===== src/log_sector_deframer_assert.svh =====
// assertion macros for the log sector deframer
`ifndef LOG_SECTOR_DEFRAMER_ASSERT_SVH
`define LOG_SECTOR_DEFRAMER_ASSERT_SVH

// clocked assertion, off during reset
`define LSD_ASSERT(lbl, prop, msg) \
  lbl: assert property (@(posedge clk_i) disable iff (!rst_ni) (prop)) else $error(msg);

// clocked check on the cycle after the trigger, off during reset
`define LSD_ASSERT_NEXT(lbl, ante, cons, msg) \
  lbl: assert property (@(posedge clk_i) disable iff (!rst_ni) (ante) |=> (cons)) else $error(msg);

`endif


===== src/lsd_pkg.sv =====
// shared types and constants of the log sector deframer
package lsd_pkg;

  localparam int unsigned ByteW   = 8;
  localparam int unsigned LenW    = 16;
  localparam int unsigned TrailW  = 4;

  localparam logic [TrailW-1:0] PreSumSkip  = TrailW'(10);
  localparam logic [TrailW-1:0] PostSumSkip = TrailW'(5);

  localparam logic [ByteW-1:0] CharE = 8'h45;
  localparam logic [ByteW-1:0] CharN = 8'h4E;
  localparam logic [ByteW-1:0] CharD = 8'h44;

  localparam logic [LenW-1:0] LenMax = {LenW{1'b1}};

  typedef enum logic [1:0] {
    KIND_START   = 2'd0,
    KIND_BYTE    = 2'd1,
    KIND_TIMEOUT = 2'd2
  } kind_e;

  typedef enum logic [1:0] {
    STATUS_OK      = 2'd0,
    STATUS_BAD     = 2'd1,
    STATUS_TIMEOUT = 2'd2
  } status_e;

  typedef enum logic [3:0] {
    PH_IDLE = 4'b0001,
    PH_DATA = 4'b0010,
    PH_PRE  = 4'b0100,
    PH_POST = 4'b1000
  } phase_e;

  typedef struct packed {
    logic [1:0]       kind;
    logic [ByteW-1:0] rx_byte;
  } in_word_t;

  typedef struct packed {
    logic             data_valid;
    logic [ByteW-1:0] out_byte;
    logic             done_res;
    logic [1:0]       status;
    logic [LenW-1:0]  data_length;
  } res_word_t;

endpackage


===== src/lsd_core.sv =====
// sector state and per-word deframing step
`include "log_sector_deframer_assert.svh"

module lsd_core import lsd_pkg::*; (
  input  logic      clk_i,
  input  logic      rst_ni,
  input  logic      step_i,
  input  in_word_t  word_i,
  output logic      res_vld_o,
  output res_word_t res_o
);

  phase_e            phase_q, phase_d;
  logic [ByteW-1:0]  prev_q, prev_d;
  logic [ByteW-1:0]  prev2_q, prev2_d;
  logic [ByteW-1:0]  xor_q, xor_d;
  logic [LenW-1:0]   cnt_q, cnt_d;
  logic [TrailW-1:0] trail_q, trail_d;
  logic [ByteW-1:0]  rsum_q, rsum_d;
  logic [LenW-1:0]   data_len;
  logic [TrailW-1:0] trail_inc;

  assign data_len  = (cnt_q >= LenW'(2)) ? cnt_q - LenW'(2) : '0;
  assign trail_inc = trail_q + TrailW'(1);

  always_comb begin
    phase_d   = phase_q;
    prev_d    = prev_q;
    prev2_d   = prev2_q;
    xor_d     = xor_q;
    cnt_d     = cnt_q;
    trail_d   = trail_q;
    rsum_d    = rsum_q;
    res_vld_o = 1'b0;
    res_o     = '0;
    if (step_i) begin
      unique case (word_i.kind)
        KIND_START: begin
          phase_d = PH_DATA;
          prev_d  = '0;
          prev2_d = '0;
          xor_d   = '0;
          cnt_d   = '0;
          trail_d = '0;
          rsum_d  = '0;
        end
        KIND_TIMEOUT: begin
          if (phase_q != PH_IDLE) begin
            res_vld_o         = 1'b1;
            res_o.done_res    = 1'b1;
            res_o.status      = STATUS_TIMEOUT;
            res_o.data_length = data_len;
            phase_d           = PH_IDLE;
          end
        end
        KIND_BYTE: begin
          unique case (phase_q)
            PH_DATA: begin
              if (prev2_q == CharE && prev_q == CharN && word_i.rx_byte == CharD) begin
                xor_d   = xor_q ^ CharN ^ CharE;
                trail_d = '0;
                phase_d = PH_PRE;
              end else begin
                if (cnt_q >= LenW'(2)) begin
                  res_vld_o        = 1'b1;
                  res_o.data_valid = 1'b1;
                  res_o.out_byte   = prev2_q;
                end
                xor_d   = xor_q ^ word_i.rx_byte;
                prev2_d = prev_q;
                prev_d  = word_i.rx_byte;
                if (cnt_q != LenMax) begin
                  cnt_d = cnt_q + LenW'(1);
                end
              end
            end
            PH_PRE: begin
              if (trail_q < PreSumSkip) begin
                trail_d = trail_inc;
              end else begin
                rsum_d  = word_i.rx_byte;
                trail_d = '0;
                phase_d = PH_POST;
                if (PostSumSkip == '0) begin
                  res_vld_o         = 1'b1;
                  res_o.done_res    = 1'b1;
                  res_o.status      = (xor_q == word_i.rx_byte) ? STATUS_OK : STATUS_BAD;
                  res_o.data_length = data_len;
                  phase_d           = PH_IDLE;
                end
              end
            end
            PH_POST: begin
              trail_d = trail_inc;
              if (trail_inc >= PostSumSkip) begin
                res_vld_o         = 1'b1;
                res_o.done_res    = 1'b1;
                res_o.status      = (xor_q == rsum_q) ? STATUS_OK : STATUS_BAD;
                res_o.data_length = data_len;
                phase_d           = PH_IDLE;
              end
            end
            default: begin
            end
          endcase
        end
        default: begin
        end
      endcase
    end
  end

  always_ff @(posedge clk_i or negedge rst_ni) begin
    if (!rst_ni) begin
      phase_q <= PH_IDLE;
      prev_q  <= '0;
      prev2_q <= '0;
      xor_q   <= '0;
      cnt_q   <= '0;
      trail_q <= '0;
      rsum_q  <= '0;
    end else begin
      phase_q <= phase_d;
      prev_q  <= prev_d;
      prev2_q <= prev2_d;
      xor_q   <= xor_d;
      cnt_q   <= cnt_d;
      trail_q <= trail_d;
      rsum_q  <= rsum_d;
    end
  end

  `LSD_ASSERT(a_data_only_in_data,
              res_vld_o && res_o.data_valid |-> phase_q == PH_DATA,
              "data word outside data phase")
  `LSD_ASSERT_NEXT(a_done_to_idle,
                   res_vld_o && res_o.done_res, phase_q == PH_IDLE,
                   "sector end did not return to idle")
  `LSD_ASSERT(a_one_kind,
              res_vld_o |-> res_o.data_valid != res_o.done_res,
              "result is neither data nor done")
  `LSD_ASSERT(a_trailer_bound,
              phase_q == PH_PRE |-> trail_q <= PreSumSkip,
              "trailer count overran")

endmodule


===== src/lsd_out_stage.sv =====
// result register between the core and the output channel
module lsd_out_stage import lsd_pkg::*; (
  input  logic      clk_i,
  input  logic      rst_ni,
  input  logic      load_i,
  input  res_word_t res_i,
  input  logic      out_ready_i,
  output logic      out_valid_o,
  output logic      free_o,
  output res_word_t res_o
);

  logic      vld_q, vld_d;
  res_word_t res_q;

  assign free_o = !vld_q || out_ready_i;

  always_comb begin
    vld_d = vld_q;
    if (load_i) begin
      vld_d = 1'b1;
    end else if (out_ready_i) begin
      vld_d = 1'b0;
    end
  end

  always_ff @(posedge clk_i or negedge rst_ni) begin
    if (!rst_ni) begin
      vld_q <= 1'b0;
    end else begin
      vld_q <= vld_d;
    end
  end

  always_ff @(posedge clk_i) begin
    if (load_i) begin
      res_q <= res_i;
    end
  end

  assign out_valid_o = vld_q;
  assign res_o       = res_q;

endmodule


===== src/log_sector_deframer.sv =====
// top level of the log sector deframer
// Takes one word per cycle when the output side keeps up. A word is held in
// an input register, processed combinationally by the core, and any result
// lands in an output register. A word may wait in the input register while
// the output register holds a result the receiver has not taken. The input
// stalls only while a result waits in the output register and the receiver
// is not ready. Data bytes leave two bytes late; the terminator is never sent.
// The core's combinational update allows one word per clock when not stalled.
module log_sector_deframer import lsd_pkg::*; (
  input  logic             clk_i,
  input  logic             rst_ni,
  input  logic             in_valid_i,
  output logic             in_ready_o,
  input  logic [1:0]       kind_i,
  input  logic [ByteW-1:0] rx_byte_i,
  output logic             out_valid_o,
  input  logic             out_ready_i,
  output logic             data_valid_o,
  output logic [ByteW-1:0] out_byte_o,
  output logic             done_res_o,
  output logic [1:0]       status_o,
  output logic [LenW-1:0]  data_length_o
);

  logic      in_vld_q;
  in_word_t  in_q;
  logic      free;
  logic      step;
  logic      res_vld;
  res_word_t res;
  res_word_t res_out;

  assign step       = in_vld_q && free;
  assign in_ready_o = !in_vld_q || free;

  always_ff @(posedge clk_i or negedge rst_ni) begin
    if (!rst_ni) begin
      in_vld_q <= 1'b0;
    end else if (in_ready_o) begin
      in_vld_q <= in_valid_i;
    end
  end

  always_ff @(posedge clk_i) begin
    if (in_ready_o && in_valid_i) begin
      in_q.kind    <= kind_i;
      in_q.rx_byte <= rx_byte_i;
    end
  end

  lsd_core u_core (
    .clk_i     (clk_i),
    .rst_ni    (rst_ni),
    .step_i    (step),
    .word_i    (in_q),
    .res_vld_o (res_vld),
    .res_o     (res)
  );

  lsd_out_stage u_out (
    .clk_i       (clk_i),
    .rst_ni      (rst_ni),
    .load_i      (step && res_vld),
    .res_i       (res),
    .out_ready_i (out_ready_i),
    .out_valid_o (out_valid_o),
    .free_o      (free),
    .res_o       (res_out)
  );

  assign data_valid_o  = res_out.data_valid;
  assign out_byte_o    = res_out.out_byte;
  assign done_res_o    = res_out.done_res;
  assign status_o      = res_out.status;
  assign data_length_o = res_out.data_length;

endmodule


===== config.mk =====
export PLATFORM = sky130hd
export DESIGN_NAME = log_sector_deframer
export DESIGN_NICKNAME = d
export VERILOG_FILES = /design/src/lsd_pkg.sv /design/src/lsd_core.sv /design/src/lsd_out_stage.sv /design/src/log_sector_deframer.sv
export VERILOG_INCLUDE_DIRS = /design/src /design/src/src
export SDC_FILE = /design/constraint.sdc
export NUM_CORES = 1
export LEC_CHECK = 0
export BUFFER_PORTS_ARGS = -buffer_cell sky130_fd_sc_hd__buf_2
export CAP_MARGIN = 20
export CORE_MARGIN = 2
export CORE_UTILIZATION = 59
export DETAILED_ROUTE_END_ITERATION = 6
export PLACE_DENSITY = 0.82
export SLEW_MARGIN = 25
export SYNTH_ARGS = -nofsm -noshare
export SYNTH_HDL_FRONTEND = slang
export SYNTH_SLANG_ARGS = --single-unit

===== constraint.sdc =====
create_clock -name clk_i -period 4.76 [get_ports clk_i]
set_input_delay 0.476 -clock clk_i [delete_from_list [all_inputs] [get_ports clk_i]]
set_output_delay 0.476 -clock clk_i [all_outputs]
set_load 0.005 [all_outputs]

# Word-level counts from Yosys, hierarchy flattened
# Cells that the tools add are included.
dict set report word_totals {
  latch_bits 0
  wordCells 114
  ramBits 0
  mem_count 0
  romBits 0
  inputBits 14
  reg_bits 96
}
dict set report op_classes {
  n_mul 0
  eq_ne 21
  shifts 0
  n_mux 42
  reduce_logical 21
  add_sub_neg 3
  div 0
  bitwise_logic 7
  n_lt_le_gt_ge 3
}
# cell count
set op_table {}
lappend op_table {{16-bit two-way mux} 4}
lappend op_table {{8-bit two-way mux} 8}
lappend op_table {{8-bit case mux with 2 select lines} 4}
lappend op_table {{19-bit two-way mux} 3}
lappend op_table {{19-bit case mux with 2 select lines} 1}
lappend op_table {{4-bit case mux with 3 select lines} 3}
lappend op_table {{16-bit case mux with 2 select lines} 1}
lappend op_table {{8-bit by 7-bit == test with 1-bit output (second input constant)} 3}
lappend op_table {{4-bit two-way mux} 6}
lappend op_table {{16-bit by 1-bit adder with 16-bit output (second input constant)} 1}
lappend op_table {{16-bit by 2-bit >= comparator with 1-bit output (second input constant)} 1}
lappend op_table {{16-bit inequality test (second input constant)} 1}
lappend op_table {{16-bit by 2-bit subtractor with 16-bit output (second input constant)} 1}
lappend op_table {{4-bit AND reduction} 3}
lappend op_table {{9-bit two-way mux} 1}
lappend op_table {{8-bit == test} 1}
lappend op_table {{1-bit two-way mux} 8}
lappend op_table {{2-bit inequality test (second input constant)} 4}
lappend op_table {{4-bit case mux with 2 select lines} 1}
lappend op_table {{8-bit XOR} 1}
lappend op_table {{7-bit AND reduction} 1}
lappend op_table {{3-bit by 2-bit inequality test with 1-bit output (second input constant)} 2}
lappend op_table {{1-bit logical AND} 5}
lappend op_table {{5-bit AND reduction} 1}
lappend op_table {{other kinds (24)} 32}

# Depth between registers and ports, before layout
dict set report depth {
  depth_word 9
  mapped_depth 10
  mapped_depth_nobuf 7
}

# Hierarchy
# Synthesis repeated with hierarchy kept, for this count alone.
dict set report unflattened {
  cells_unflattened 447
  area_unflattened_um2 4862.2
}
# module area_per_inst_um2 instances cells_each
set by_module_without_submodules {}
lappend by_module_without_submodules {lsd_core 3607.2 1 400}
lappend by_module_without_submodules {lsd_out_stage 888.4 1 31}
lappend by_module_without_submodules {log_sector_deframer 366.6 1 16}

# Worst setup path before layout
# Ideal clock, no wire load.
dict set report synth_path {
  kind {flip-flop to flip-flop}
  from {reg in_q[9] (netlist bit)}
  to {reg u_out.res_q, in the netlist u_out.res_o[0], enable pin}
  t_arrival_ns 3.020
  slack_ns 1.309
  setup_ns 0.430
  stages_incl_launch_ff 8
  cell_sequence {edfxtp_1 inv_1 ha_1 buf_2 or3b_1 nor2_1 nand2_1 a31oi_1}
}
dict set report synth_via {
  elab_chain_len 4
  word_cells_on_any_way 5
  classes_between {2 x eq/ne; 2 x mux; 1 x reduce/logical}
}
# item line
set synth_rtl {}
lappend synth_rtl {{start, declared} log_sector_deframer.sv:26} ;# in_word_t in_q;
lappend synth_rtl {{2-bit by 1-bit == test with 1-bit output / 2-bit == test (equally long branches)} lsd_core.sv:37} ;# unique case (word_i.kind)
lappend synth_rtl {{1-bit case mux with 2 select lines (*)} lsd_core.sv:37}
lappend synth_rtl {{1-bit two-way mux (*)} lsd_core.sv:36} ;# if (step_i) begin
lappend synth_rtl {{1-bit logical AND (*)} log_sector_deframer.sv:63} ;# .load_i (step && res_vld),
lappend synth_rtl {{net u_out.load_i} lsd_out_stage.sv:5} ;# input logic load_i,
lappend synth_rtl {{end signal, assigned} lsd_out_stage.sv:37} ;# res_q <= res_i;
lappend synth_rtl {{end, declared} lsd_out_stage.sv:14} ;# res_word_t res_q;
# Mark *: on every way through the listed nets, which the timed path passes. The rest lies on a longest branch.
# A chain may end at the register's enable or synchronous reset.

# Worst setup path in the final report
dict set report layout_path {
  from {reg in_q[9] (netlist bit)}
  to {reg u_out.res_q, in the netlist u_out.res_o[9] (data pin)}
}
dict set report layout_via {
  elab_chain_len 2
  word_cells_on_any_way 3
  classes_between {2 x eq/ne; 1 x mux}
}
# item line
set layout_rtl {}
lappend layout_rtl {{2-bit by 1-bit == test with 1-bit output / 2-bit == test (equally long branches)} lsd_core.sv:37}
lappend layout_rtl {{19-bit case mux with 2 select lines (*)} lsd_core.sv:37}
# Every way passes the cells marked *; elsewhere a longest branch is shown, timed or not.

==> flow_metrics.tcl <==
set metrics [dict create \
    syn_to_final_growth_pct 9.95 \
    synth.net_count 463 \
    holdBufCountCts 0 \
    ant_nets 0 \
    cts-root-buf "clkbuf_8" \
    synth.distinct_cells 58 \
    syn_area_per_cell_um2 11.0 \
    routed-via-count 3667 \
    final_cell_mix "dfrtp_1, buf_2, nor2_1, edfxtp_1, nand2_1" \
    drc 0 \
    end_kind "flip-flop" \
    io_pins 44 \
    rows 32 \
    post-route-util 0.676 \
    worst_r2r_endpoint "u_out.res_o[9]" \
    tightest_slew_ns 0.807 \
    overflow 0 \
    finalSetupTns_ns 0 \
    reg2reg_slack_ns 2.13 \
    clock_skew_ns 0.00838 \
    max_cap_violations 0 \
    p_per_area_nw_per_um2 338 \
    netlist_area_um2 4800 \
    finalSetupViolCount 0 \
    path_cells "inv_1 -> ha_1 -> or3b_1 -> a2bb2oi_1 -> a211oi_2 -> nand2b_1 -> a21oi_1" \
    drive_above_1_share 0.158 \
    rsz0062_at_grt "false" \
    die_h_um 94.2 \
    ctsHtreeMaxLevel 3 \
    final-hold-violation-count 0 \
    critPathTopFamily "simple AND/OR/NAND/NOR gates" \
    critical_path_required_ns 4.97 \
    worstSetupPathType "flip-flop to flip-flop" \
    slew-limit-headroom 0.459 \
    min_period_over_period 0.552 \
    grt_max_degree 59 \
    tritoncts "done" \
    routed_wl_um 9820 \
    path_max_fanout 16 \
    drtIter0Drc 528 \
    yosysSeqAreaShare 0.540 \
    cts.clk_slew.worst_paths_ns 0.09 \
    wire_per_inst_um 16.8 \
    clock.fmax_mhz 381 \
    dp_hpwl_um 6810 \
    grtUsageTotal 0.243 \
    dr.pass1.iters 5 \
    cts_sinks 96 \
    synthCells 438 \
    p_total_mw 1.78 \
    cpPeakStageDelay_ns 0.48 \
    leakage_nw 2.22 \
    r2r_cells 7 \
    first_global_vias 3418 \
    layout.nets 501 \
    grt_pass1_wl_um 16500 \
    min_path_type "input port to async pin" \
    cts_buffer_depth 2 \
    worstSetupStartpointType "flip-flop" \
    yosys_warnings 0 \
    ir_drop_v 0.000257 \
    port_buffers 43 \
    r2r-start "in_q[9]" \
    final_common_cell "dfrtp_1" \
    ys_ff_latch 96 \
    viasPerCell 6.29 \
    cts_made_buffers 9 \
    slew_viol_final 0 \
    worstPathArrival_ns 2.84 \
    synth_edf_count 38 \
    fin_crit_ns 2.63 \
    crit_buf_inv 1 \
    clock_latency_ns 0.37 \
    path_depth 7 \
    diodes 0 \
    core-area_um2 7810 \
    gp_congestion 0.883 \
    initial_core_util 0.615 \
    dominantRegCellSynth "dfrtp_1" \
    fillers 587 \
    holdWs_ns 0.240 \
    slowest_stage "or3b_1" \
    antenna_found_initial 0 \
    die_w_um 94.2 \
    die_area_um2 8880 \
    post_cts_resized 0 \
    post-cts-setup-buffers 0 \
    status "finished, final reports clean" \
    async_flop_share 0.604 \
]
worst max-delay path by stage:
stage / startpoint / to / slack [ns]
6_report: in_q[9] / u_out.res_o[9] / 2.13
5_1_grt: u_core.cnt_q[3] / u_out.res_o[11] / 1.83
4_1_cts: in_q[9] / u_out.res_o[9] / 2.15
3_5_place_dp: in_q[9] / u_out.res_o[9] / 2.16
3_3_place_gp: in_q[9] / u_out.res_o[9] / 2.24
2_1_floorplan: in_q[9] / u_out.res_o[0] / 1.31
per-layer routing:
layer  share of wire  track usage
met1            0.45        0.343
met5               0            0
met2            0.47        0.368
met4           0.022       0.0954
met3           0.065       0.0530
state kept, by name, indices dropped and copies added (netlist names):
signal and flops:
u_core.cnt_q 16, u_core.trail_q 4, u_core.prev2_q 8, in_q 10, u_core.rsum_q 8, u_core.prev_q 8, in_vld_q 1, u_out.out_valid_o 1
u_out.res_o 28, u_core.xor_q 8, u_core.phase_q 4
cell families (layout without fill, tap and decap cells):
| logic type | count (synthesis) | after routing | share of synthesized area |
|---|---|---|---|
| fa+ha+maj | 11 | 11 | 0.0287 |
| buf+inv | 32 | 75 | 0.0339 |
| mux | 3 | 3 | 0.00625 |
| flops | 96 | 96 | 0.540 |
| xor+xnor | 27 | 27 | 0.0492 |
| compound gates | 104 | 104 | 0.152 |
| simple gates | 165 | 165 | 0.189 |
cells in the mapped netlist, drive strengths merged, types with 5 or more instances:
| cell | n | share of area |
|---|---|---|
| xor2 | 20 | 0.036 |
| xnor2 | 7 | 0.013 |
| edfxtp | 38 | 0.24 |
| clkbuf | 7 | 0.0055 |
| buf | 14 | 0.020 |
| nand2 | 30 | 0.023 |
| nand4 | 11 | 0.014 |
| and2 | 10 | 0.013 |
| nand3 | 14 | 0.015 |
| a21oi | 22 | 0.023 |
| and4 | 5 | 0.0091 |
| o211ai | 5 | 0.0078 |
| or3 | 15 | 0.021 |
| o21ai | 25 | 0.026 |
| dfrtp | 57 | 0.30 |
| a22o | 18 | 0.033 |
| o31ai | 10 | 0.017 |
| or4 | 7 | 0.011 |
| nor4 | 8 | 0.010 |
| inv | 10 | 0.0078 |
| ha | 11 | 0.029 |
| nand2b | 7 | 0.0091 |
| nor2 | 38 | 0.030 |
per-stage QoR:
stage,cells,setup WS (ns),area [um2]
finish,583,2.13,5280
global route,583,1.83,5280
CTS,583,2.15,5270
detailed placement,567,2.16,5070
global placement,567,2.24,5070
floorplan,438,1.31,4800
where the power goes:
part / total [mW] / switching (mW) / internal [mW]
registers: 0.985 / 0.0650 / 0.920
clock network: 0.530 / 0.286 / 0.244
logic: 0.268 / 0.155 / 0.113
layout make-up:
type	count	area, um2	area share
Multi-Input combinational cell	310	2070	0.391
Tap cell	102	128	0.0242
Sequential cell	96	2590	0.491
Clock inverter	6	70.1	0.0133
Timing Repair Buffer	48	253	0.0479
Inverter	11	41.3	0.00782
Clock buffer	10	128	0.0242
No activity file was read; power rests on OpenSTA's default activity.
